[src/rtl/psc_pkg.sv]
// Shared constants, types and the arctangent table of the polar sector classifier.
package psc_pkg;

  // Angle resolution in bits of a turn and the number of CORDIC micro-rotations.
  localparam int ANGLE_BITS    = 16;
  localparam int CORDIC_STAGES = 16;
  localparam int MAX_SECTORS   = 64;

  // Fixed field widths.
  localparam int COORD_W  = 16;
  localparam int RADIUS_W = 16;
  localparam int COUNT_W  = 7;
  localparam int SECTOR_W = 6;
  localparam int REGION_W = 2;
  localparam int CFG_IDX_W  = 2;
  localparam int CFG_DATA_W = 16;

  // Squares of coordinates and radii, and their sum, fit in 32 bits.
  localparam int SQ_W = 2 * COORD_W;

  // Extra fractional bits in the CORDIC datapath.
  localparam int GUARD_BITS = 8;
  // Guarded coordinate plus headroom for the CORDIC gain and the sqrt(2) of the diagonal.
  localparam int CORDIC_W   = COORD_W + GUARD_BITS + 3;

  localparam int TABLE_LEN = 24;

  // atan(2^-i) as a fraction of a turn, scaled by 2^32.
  localparam logic [31:0] ATAN_TURN32 [TABLE_LEN] = '{
    32'h20000000, 32'h12E4051E, 32'h09FB385B, 32'h051111D4,
    32'h028B0D43, 32'h0145D7E1, 32'h00A2F61E, 32'h00517C55,
    32'h0028BE53, 32'h00145F2F, 32'h000A2F98, 32'h000517CC,
    32'h00028BE6, 32'h000145F3, 32'h0000A2F9, 32'h0000517C,
    32'h000028BE, 32'h0000145F, 32'h00000A2F, 32'h00000517,
    32'h0000028B, 32'h00000145, 32'h000000A2, 32'h00000051
  };

  typedef enum logic [REGION_W-1:0] {
    REGION_RING  = 2'd0,
    REGION_INNER = 2'd1,
    REGION_OUTER = 2'd2
  } psc_region_e;

  typedef enum logic [CFG_IDX_W-1:0] {
    REG_SEGMENT_COUNT = 2'd0,
    REG_INNER_RADIUS  = 2'd1,
    REG_OUTER_RADIUS  = 2'd2
  } psc_reg_e;

  // Vector and angle accumulator carried through the CORDIC stages.
  typedef struct packed {
    logic signed [CORDIC_W-1:0] x;
    logic signed [CORDIC_W-1:0] y;
    logic [ANGLE_BITS-1:0]      z;
  } psc_vec_t;

  // Classification that travels beside the vector.
  typedef struct packed {
    logic        origin;
    psc_region_e region;
  } psc_side_t;

  // Table entry rounded to ANGLE_BITS bits: add half an LSB, then shift.
  function automatic logic [ANGLE_BITS-1:0] atan_entry(logic [4:0] idx);
    logic [32:0] sum;
    sum = {1'b0, ATAN_TURN32[idx]};
    if (ANGLE_BITS < 32) begin
      sum = sum + (33'd1 << (32 - ANGLE_BITS - 1));
    end
    return ANGLE_BITS'(sum >> (32 - ANGLE_BITS));
  endfunction

endpackage

[src/rtl/psc_cordic.sv]
// Pipelined vectoring CORDIC, one micro-rotation per register stage.
module psc_cordic (
  input  logic                  clk_i,
  input  logic                  rst_ni,
  input  logic                  en_i,
  input  logic                  valid_i,
  input  psc_pkg::psc_vec_t     vec_i,
  input  psc_pkg::psc_side_t    side_i,
  output logic                  valid_o,
  output logic [psc_pkg::ANGLE_BITS-1:0] angle_o,
  output psc_pkg::psc_side_t    side_o
);

  localparam int N = psc_pkg::CORDIC_STAGES;
  localparam int W = psc_pkg::CORDIC_W;

  logic [N-1:0]       vld_q;
  psc_pkg::psc_vec_t  vec_q  [N];
  psc_pkg::psc_side_t side_q [N];

  for (genvar i = 0; i < N; i++) begin : g_stage
    localparam logic [psc_pkg::ANGLE_BITS-1:0] Step = psc_pkg::atan_entry(5'(i));

    logic               vld_prev;
    psc_pkg::psc_vec_t  vec_prev;
    psc_pkg::psc_side_t side_prev;
    psc_pkg::psc_vec_t  vec_d;
    logic signed [W-1:0] xp, yp, dx, dy;

    if (i == 0) begin : g_first
      assign vld_prev  = valid_i;
      assign vec_prev  = vec_i;
      assign side_prev = side_i;
    end else begin : g_next
      assign vld_prev  = vld_q[i-1];
      assign vec_prev  = vec_q[i-1];
      assign side_prev = side_q[i-1];
    end

    assign xp = vec_prev.x;
    assign yp = vec_prev.y;
    assign dx = yp >>> i;
    assign dy = xp >>> i;

    // Rotate towards the x axis; the sign of y picks the direction.
    always_comb begin
      vec_d = vec_prev;
      if (!yp[W-1]) begin
        vec_d.x = xp + dx;
        vec_d.y = yp - dy;
        vec_d.z = vec_prev.z + Step;
      end else begin
        vec_d.x = xp - dx;
        vec_d.y = yp + dy;
        vec_d.z = vec_prev.z - Step;
      end
    end

    always_ff @(posedge clk_i or negedge rst_ni) begin
      if (!rst_ni) begin
        vld_q[i] <= 1'b0;
      end else if (en_i) begin
        vld_q[i] <= vld_prev;
      end
    end

    always_ff @(posedge clk_i) begin
      if (en_i) begin
        vec_q[i]  <= vec_d;
        side_q[i] <= side_prev;
      end
    end
  end

  assign valid_o = vld_q[N-1];
  assign angle_o = vec_q[N-1].z;
  assign side_o  = side_q[N-1];

  a_stall_holds: assert property (@(posedge clk_i) disable iff (!rst_ni)
    !en_i |=> $stable(vld_q) && $stable(angle_o))
    else $error("CORDIC pipeline moved while stalled");

  a_bubble_enters: assert property (@(posedge clk_i) disable iff (!rst_ni)
    en_i && !valid_i |=> !vld_q[0])
    else $error("empty slot did not enter the first stage");

  a_valid_shifts: assert property (@(posedge clk_i) disable iff (!rst_ni)
    en_i |=> vld_q[N-1] == $past(vld_q[N-2]))
    else $error("valid bit did not advance with its data");

endmodule
[config.mk]
export PLATFORM = sky130hd
export DESIGN_NAME = psc_cordic
export DESIGN_NICKNAME = d
export VERILOG_FILES = /design/src/rtl/psc_pkg.sv /design/src/rtl/psc_cordic.sv
export SDC_FILE = /design/constraint.sdc
export NUM_CORES = 2
export LEC_CHECK = 0
export ABC_AREA = 1
export BUFFER_PORTS_ARGS = -buffer_cell sky130_fd_sc_hd__buf_2
export CORE_UTILIZATION = 40
export DETAILED_ROUTE_END_ITERATION = 8
export SETUP_SLACK_MARGIN = 0.2
export SLEW_MARGIN = 10
export SYNTH_ARGS = -nofsm -noshare
export SYNTH_HDL_FRONTEND = slang
export SYNTH_SLANG_ARGS = --single-unit
[constraint.sdc]
create_clock -name clk_i -period 4.2 [get_ports clk_i]
set_input_delay 0.84 -clock clk_i [delete_from_list [all_inputs] [get_ports clk_i]]
set_output_delay 0.84 -clock clk_i [all_outputs]
set_load 0.02 [all_outputs]
# Yosys cells after proc, flatten, opt, wreduce, memory -nomap -nowiden
# Memories as Yosys holds them, arrays and structs flattened.
# Cells that the tools add are included.
[totals]
word_cells = 129
latch_bits = 0
n_memories = 2
regBits = 16
ram_bits = 1168
rom_bits = 0
output_inout_bits = 20
[classes]
n_div = 0
eq_ne = 0
reduce_logical = 0
n_lt_le_gt_ge = 0
bitwise_logic = 0
shift = 0
n_mul = 0
add_sub_neg = 93
mux = 18
[memory_table]
columns = ["name", "words", "word_bits", "rd", "rd_ports_with_merged_regs", "wr", "line_no", "rtl"]
rows = [
  ["vec_q", 16, 70, 16, 0, 16, "psc_cordic.sv:18", "psc_pkg::psc_vec_t vec_q [N];"],
  ["side_q", 16, 3, 16, 0, 16, "psc_cordic.sv:19", "psc_pkg::psc_side_t side_q [N];"],
]
[ops]
columns = ["op", "n"]
rows = [
  ["70-bit two-way mux", 16],
  ["27-bit by 12-bit adder with 27-bit output", 2],
  ["27-bit by 13-bit adder with 27-bit output", 2],
  ["27-bit by 14-bit adder with 27-bit output", 2],
  ["27-bit by 15-bit adder with 27-bit output", 2],
  ["27-bit by 16-bit adder with 27-bit output", 2],
  ["27-bit by 17-bit adder with 27-bit output", 2],
  ["27-bit by 18-bit adder with 27-bit output", 2],
  ["27-bit by 19-bit adder with 27-bit output", 2],
  ["27-bit by 20-bit adder with 27-bit output", 2],
  ["27-bit by 21-bit adder with 27-bit output", 2],
  ["27-bit by 22-bit adder with 27-bit output", 2],
  ["27-bit by 23-bit adder with 27-bit output", 2],
  ["27-bit by 24-bit adder with 27-bit output", 2],
  ["27-bit by 25-bit adder with 27-bit output", 2],
  ["27-bit by 26-bit adder with 27-bit output", 2],
  ["27-bit by 12-bit subtractor with 27-bit output", 2],
  ["27-bit by 13-bit subtractor with 27-bit output", 2],
  ["27-bit by 14-bit subtractor with 27-bit output", 2],
  ["27-bit by 15-bit subtractor with 27-bit output", 2],
  ["27-bit by 16-bit subtractor with 27-bit output", 2],
  ["27-bit by 17-bit subtractor with 27-bit output", 2],
  ["27-bit by 18-bit subtractor with 27-bit output", 2],
  ["27-bit by 19-bit subtractor with 27-bit output", 2],
  ["other kinds (38)", 49],
]

# Longest topological paths before layout
[logic_depth]
word_depth = 2
ltp_mapped = 22
ltp_nobuf = 22

# Worst setup path before layout
# OpenSTA, ideal clock, no wires.
[synth_timing]
path_type = "reg-to-reg"
startpoint = "mem vec_q[1][42] (netlist bit)"
endpoint = "mem vec_q[1][100] (netlist bit) (data pin)"
stages_incl_launch_ff = 14
path_buffers = 2
setup_time_ps = 258
arrival_ps = 2676
setup_slack_ps = 1265
required_ps = 3942
cell_sequence = "edfxtp_1 > inv_1 > clkbuf_1 > clkbuf_1 > o21ai_0 > fa_1 > nand3_1 > nand2_1 > nand3_1 > nand2_1 > nand2_1 > nand2_1 > a21oi_1 > xnor2_1"
[synth_lines]
columns = ["element", "line_no"]
rows = [
  ["from (decl)", "psc_cordic.sv:18"],
]

==> metrics list <==
- Fill cells in the final layout number 24500.
* Antenna violations before repair: 8
- Counting every net in the synthesized netlist gives 14000.
- Total via count in the routed design: 86900
- For this run, asynchronously set or reset flops after synthesis account for 0.0159.
- sky130_fd_sc_hd__edfxtp_1 takes more of the synthesized area than any other cell.
- In this run the worst hold path is classified as in2reg.
- Final HPWL from detailed placement: 253000 um
* Setup total negative slack: 0 ns
* Area used by multi-input combinational logic: 59500 um^2
- After clock tree synthesis, the clock-pin slew on the worst setup and hold paths is 0.06 ns.
- In the final layout, the share of cells above drive strength 1 is 0.0370.
- Data arrives at the worst endpoint at 4.23 ns.
* DRC: 0
* Die area: 243000 um^2
- Synth-to-layout area growth: 8.80%
- On the final layout, the worst clock skew is 0.0688 ns.
- Gr usage total: 0.244
* Final hold slack: 0.243 ns
- TritonCTS built the clock tree.
* Root buffer cell: sky130_fd_sc_hd__clkbuf_16
- The number of setup buffers added after CTS is 0.
* Chip width: 493 um
* Final critical path time including I/O delays and setup: 3.64 ns
- Total wire length after detailed routing: 302000 um
- Depth of the worst register-to-register path: 15
- Of the post-synthesis cell area, the dominant cell type holds 0.309.
* Synth area leaders: sky130_fd_sc_hd__edfxtp_1 (31%), sky130_fd_sc_hd__ha_1 (13%), sky130_fd_sc_hd__nand2_1 (11%)
* CORE AREA: 239000 um^2
* Class of the most critical setup path: reg2reg
- After synthesis the cells add up to 96400 um^2.
- Max-cap viol count: 0
* Required time of the worst setup path: 4.79 ns
- The first global-routing pass estimated 469000 um of wire.
- Slew of the pin with the lowest slew margin: 0.946 ns
- Relative slew slack: 0.367
* Worst setup EP type: register
- Setup repair after global routing left no endpoint under its margin.
* Drt pass-1 iters: 7
- In this run the count of I/O pins placed on the die edge is 97.
- Entering global routing, the biggest net connects 116 pins.
- Average via count per standard cell: 5.33
* Wirelength per Cell: 18.5 um
* Library cell with the highest instance count after synthesis: sky130_fd_sc_hd__nand2_1
* Hold violation total from the final report: 0
* Final count of negative-setup-slack endpoints: 0
- Counting distinct cell types in the post-synthesis netlist gives 64.
* Sequential cell area: 30200 um^2
- Number of violations reported at the end of detailed-routing iteration 0: 7231
- Count of pins over their slew limit: 0
- The number of global-route vias before repair came to 83000.
- The clock passes through at most 3 buffers.
- Status: finished, final reports clean
- Synth Area per Inst: 7.48 um^2
* Number of enable flip-flop cells after synthesis: 993
- The die is 493 um tall.
- The H-tree was split into 3 levels.
* Maximum frequency from static timing analysis: 0.275 GHz
- Clock latency at the later pin of the worst-skew pair: 0.80 ns
* Antenna Violating Nets Remaining: 0
- Top cells by instance count after synthesis: sky130_fd_sc_hd__nand2_1 (2880), sky130_fd_sc_hd__inv_1 (1617), sky130_fd_sc_hd__nor2_1 (1379)
- The congestion estimate from routability-driven global placement came to 1.00.
- Counting instances, the worst hold path has a depth of 1.
- Number of clock sinks: 1009
- Count of port buffers added during placement: 96
- Critical Path Source Type: register
- Warning count from the yosys run: 0
- Of the available clock period, the critical path in the final layout requires 0.867.
- CP max FO: 5
- Gate Count Post-Synth: 12900
- Final layout net count: 14200
- Global routing finished with a remaining overflow of 0.
- The floorplan has 179 rows.
- For this run, the register share of the synthesized area comes to 0.314.
- For this configuration, the core starts out at a cell density of 0.404.
- Synth Flop Type: sky130_fd_sc_hd__edfxtp_1
- Synthesis inferred 1009 register bits.
- CTS buffer count: 115
-- routing by layer --
metal | vias to the layer above | GRT usage | share of wire
li1 | 43800 | - | -
met1 | 40000 | 0.318 | 0.44
met4 | 6 | 0.0778 | 0.032
met2 | 2561 | 0.421 | 0.47
met5 | - | 0 | 0.00011
met3 | 488 | 0.0257 | 0.054
-- cells by family after synthesis --
family                   Yosys count  synth area share
adder cells (fa/ha/maj)         1030             0.137
flip-flops                      1009             0.314
multiplexers                       2          0.000234
AO/OA/AOI/OAI                   2227             0.128
AND/OR/NAND/NOR                 5769             0.252
buffers and inverters           1742            0.0689
XOR/XNOR                        1099            0.0999
-- final cells by class --
cell class,count,area share
Multi-Input combinational cell,10100,0.568
Sequential cell,1009,0.288
Inverter,1638,0.0586
Tap cell,3167,0.0378
Clock buffer,131,0.0282
Timing Repair Buffer,155,0.0102
Clock inverter,87,0.00932
Antenna cell,1,0.0000239
-- stage by stage --
step | cell area (um^2) | std cells | setup WS (ns) | utilization
floorplan | 96400 | 12900 | 1.27 | -
global placement | 101000 | 16100 | 0.562 | 0.423
detailed placement | 101000 | 16100 | 0.648 | 0.423
CTS | 105000 | 16300 | 0.622 | 0.439
global route | 105000 | 16300 | 0.216 | 0.439
finish | 105000 | 16300 | 0.560 | 0.439
-- path summary, 6_finish.rpt --
check                             startpoint                    to  slack, ns
worst max-delay path            vec_q[3][50]         vec_q[3][108]       0.56
worst min-delay path               side_i[1]          side_q[0][1]       0.24
worst max register to register  vec_q[3][50]         vec_q[3][108]       0.56
worst min register to register   vec_q[0][1]          vec_q[0][71]       0.42
max in group asynchronous             rst_ni  g_stage[10].vld_prev       3.33
min in group asynchronous             rst_ni   g_stage[1].vld_prev       0.59
-- timing repair --
action	4_1_cts	5_1_grt
hold buffers	1	0
gates resized for setup	0	0
endpoints found under the hold margin	16	0
-- registers in the layout, summed over array words and instances, names as in the netlist --
| register | flops |
|---|---|
| g_stage.vld_prev | 15 |
| vec_q | 945 |
| valid_o | 1 |
| side_q | 48 |
-- critical path, stage by stage, from the launching register on --
cell                       delay (ns)
sky130_fd_sc_hd__edfxtp_1        0.54
sky130_fd_sc_hd__inv_1           0.16
sky130_fd_sc_hd__ha_1            0.20
sky130_fd_sc_hd__nand4_1         0.22
sky130_fd_sc_hd__nor3_2          0.37
sky130_fd_sc_hd__nand3_1         0.17
sky130_fd_sc_hd__o21ai_0         0.23
sky130_fd_sc_hd__xor2_1          0.10
sky130_fd_sc_hd__ha_1            0.39
sky130_fd_sc_hd__nand2_1         0.11
sky130_fd_sc_hd__inv_1           0.08
sky130_fd_sc_hd__nand2_1         0.08
sky130_fd_sc_hd__nor3_1          0.23
sky130_fd_sc_hd__nand4_1         0.13
sky130_fd_sc_hd__nand3_1         0.17
sky130_fd_sc_hd__xor2_1          0.27
-- cells in the final DEF (no fill, tap or decap), drive strengths merged, types with 16 or more instances in the layout --
cell	count
nand4	261
o21bai	96
o311ai	19
xnor2	263
nor2	1402
o21ai	676
inv	1643
nand3	789
clkinvlp	19
a21boi	32
o211ai	20
nand2	2892
o31ai	33
dfrtp	16
o21a	22
or2	31
a21oi	1114
clkbuf	131
fa	41
edfxtp	993
buf	154
a31oi	57
nor3	281
a21o	109
a211oi	27
ha	989
xor2	836
nand3b	46
nor4	50
clkinv	51
Power is left out: the tool's default activity adds up to more than one toggle a clock period on the data nets, which glitch-free logic cannot reach.
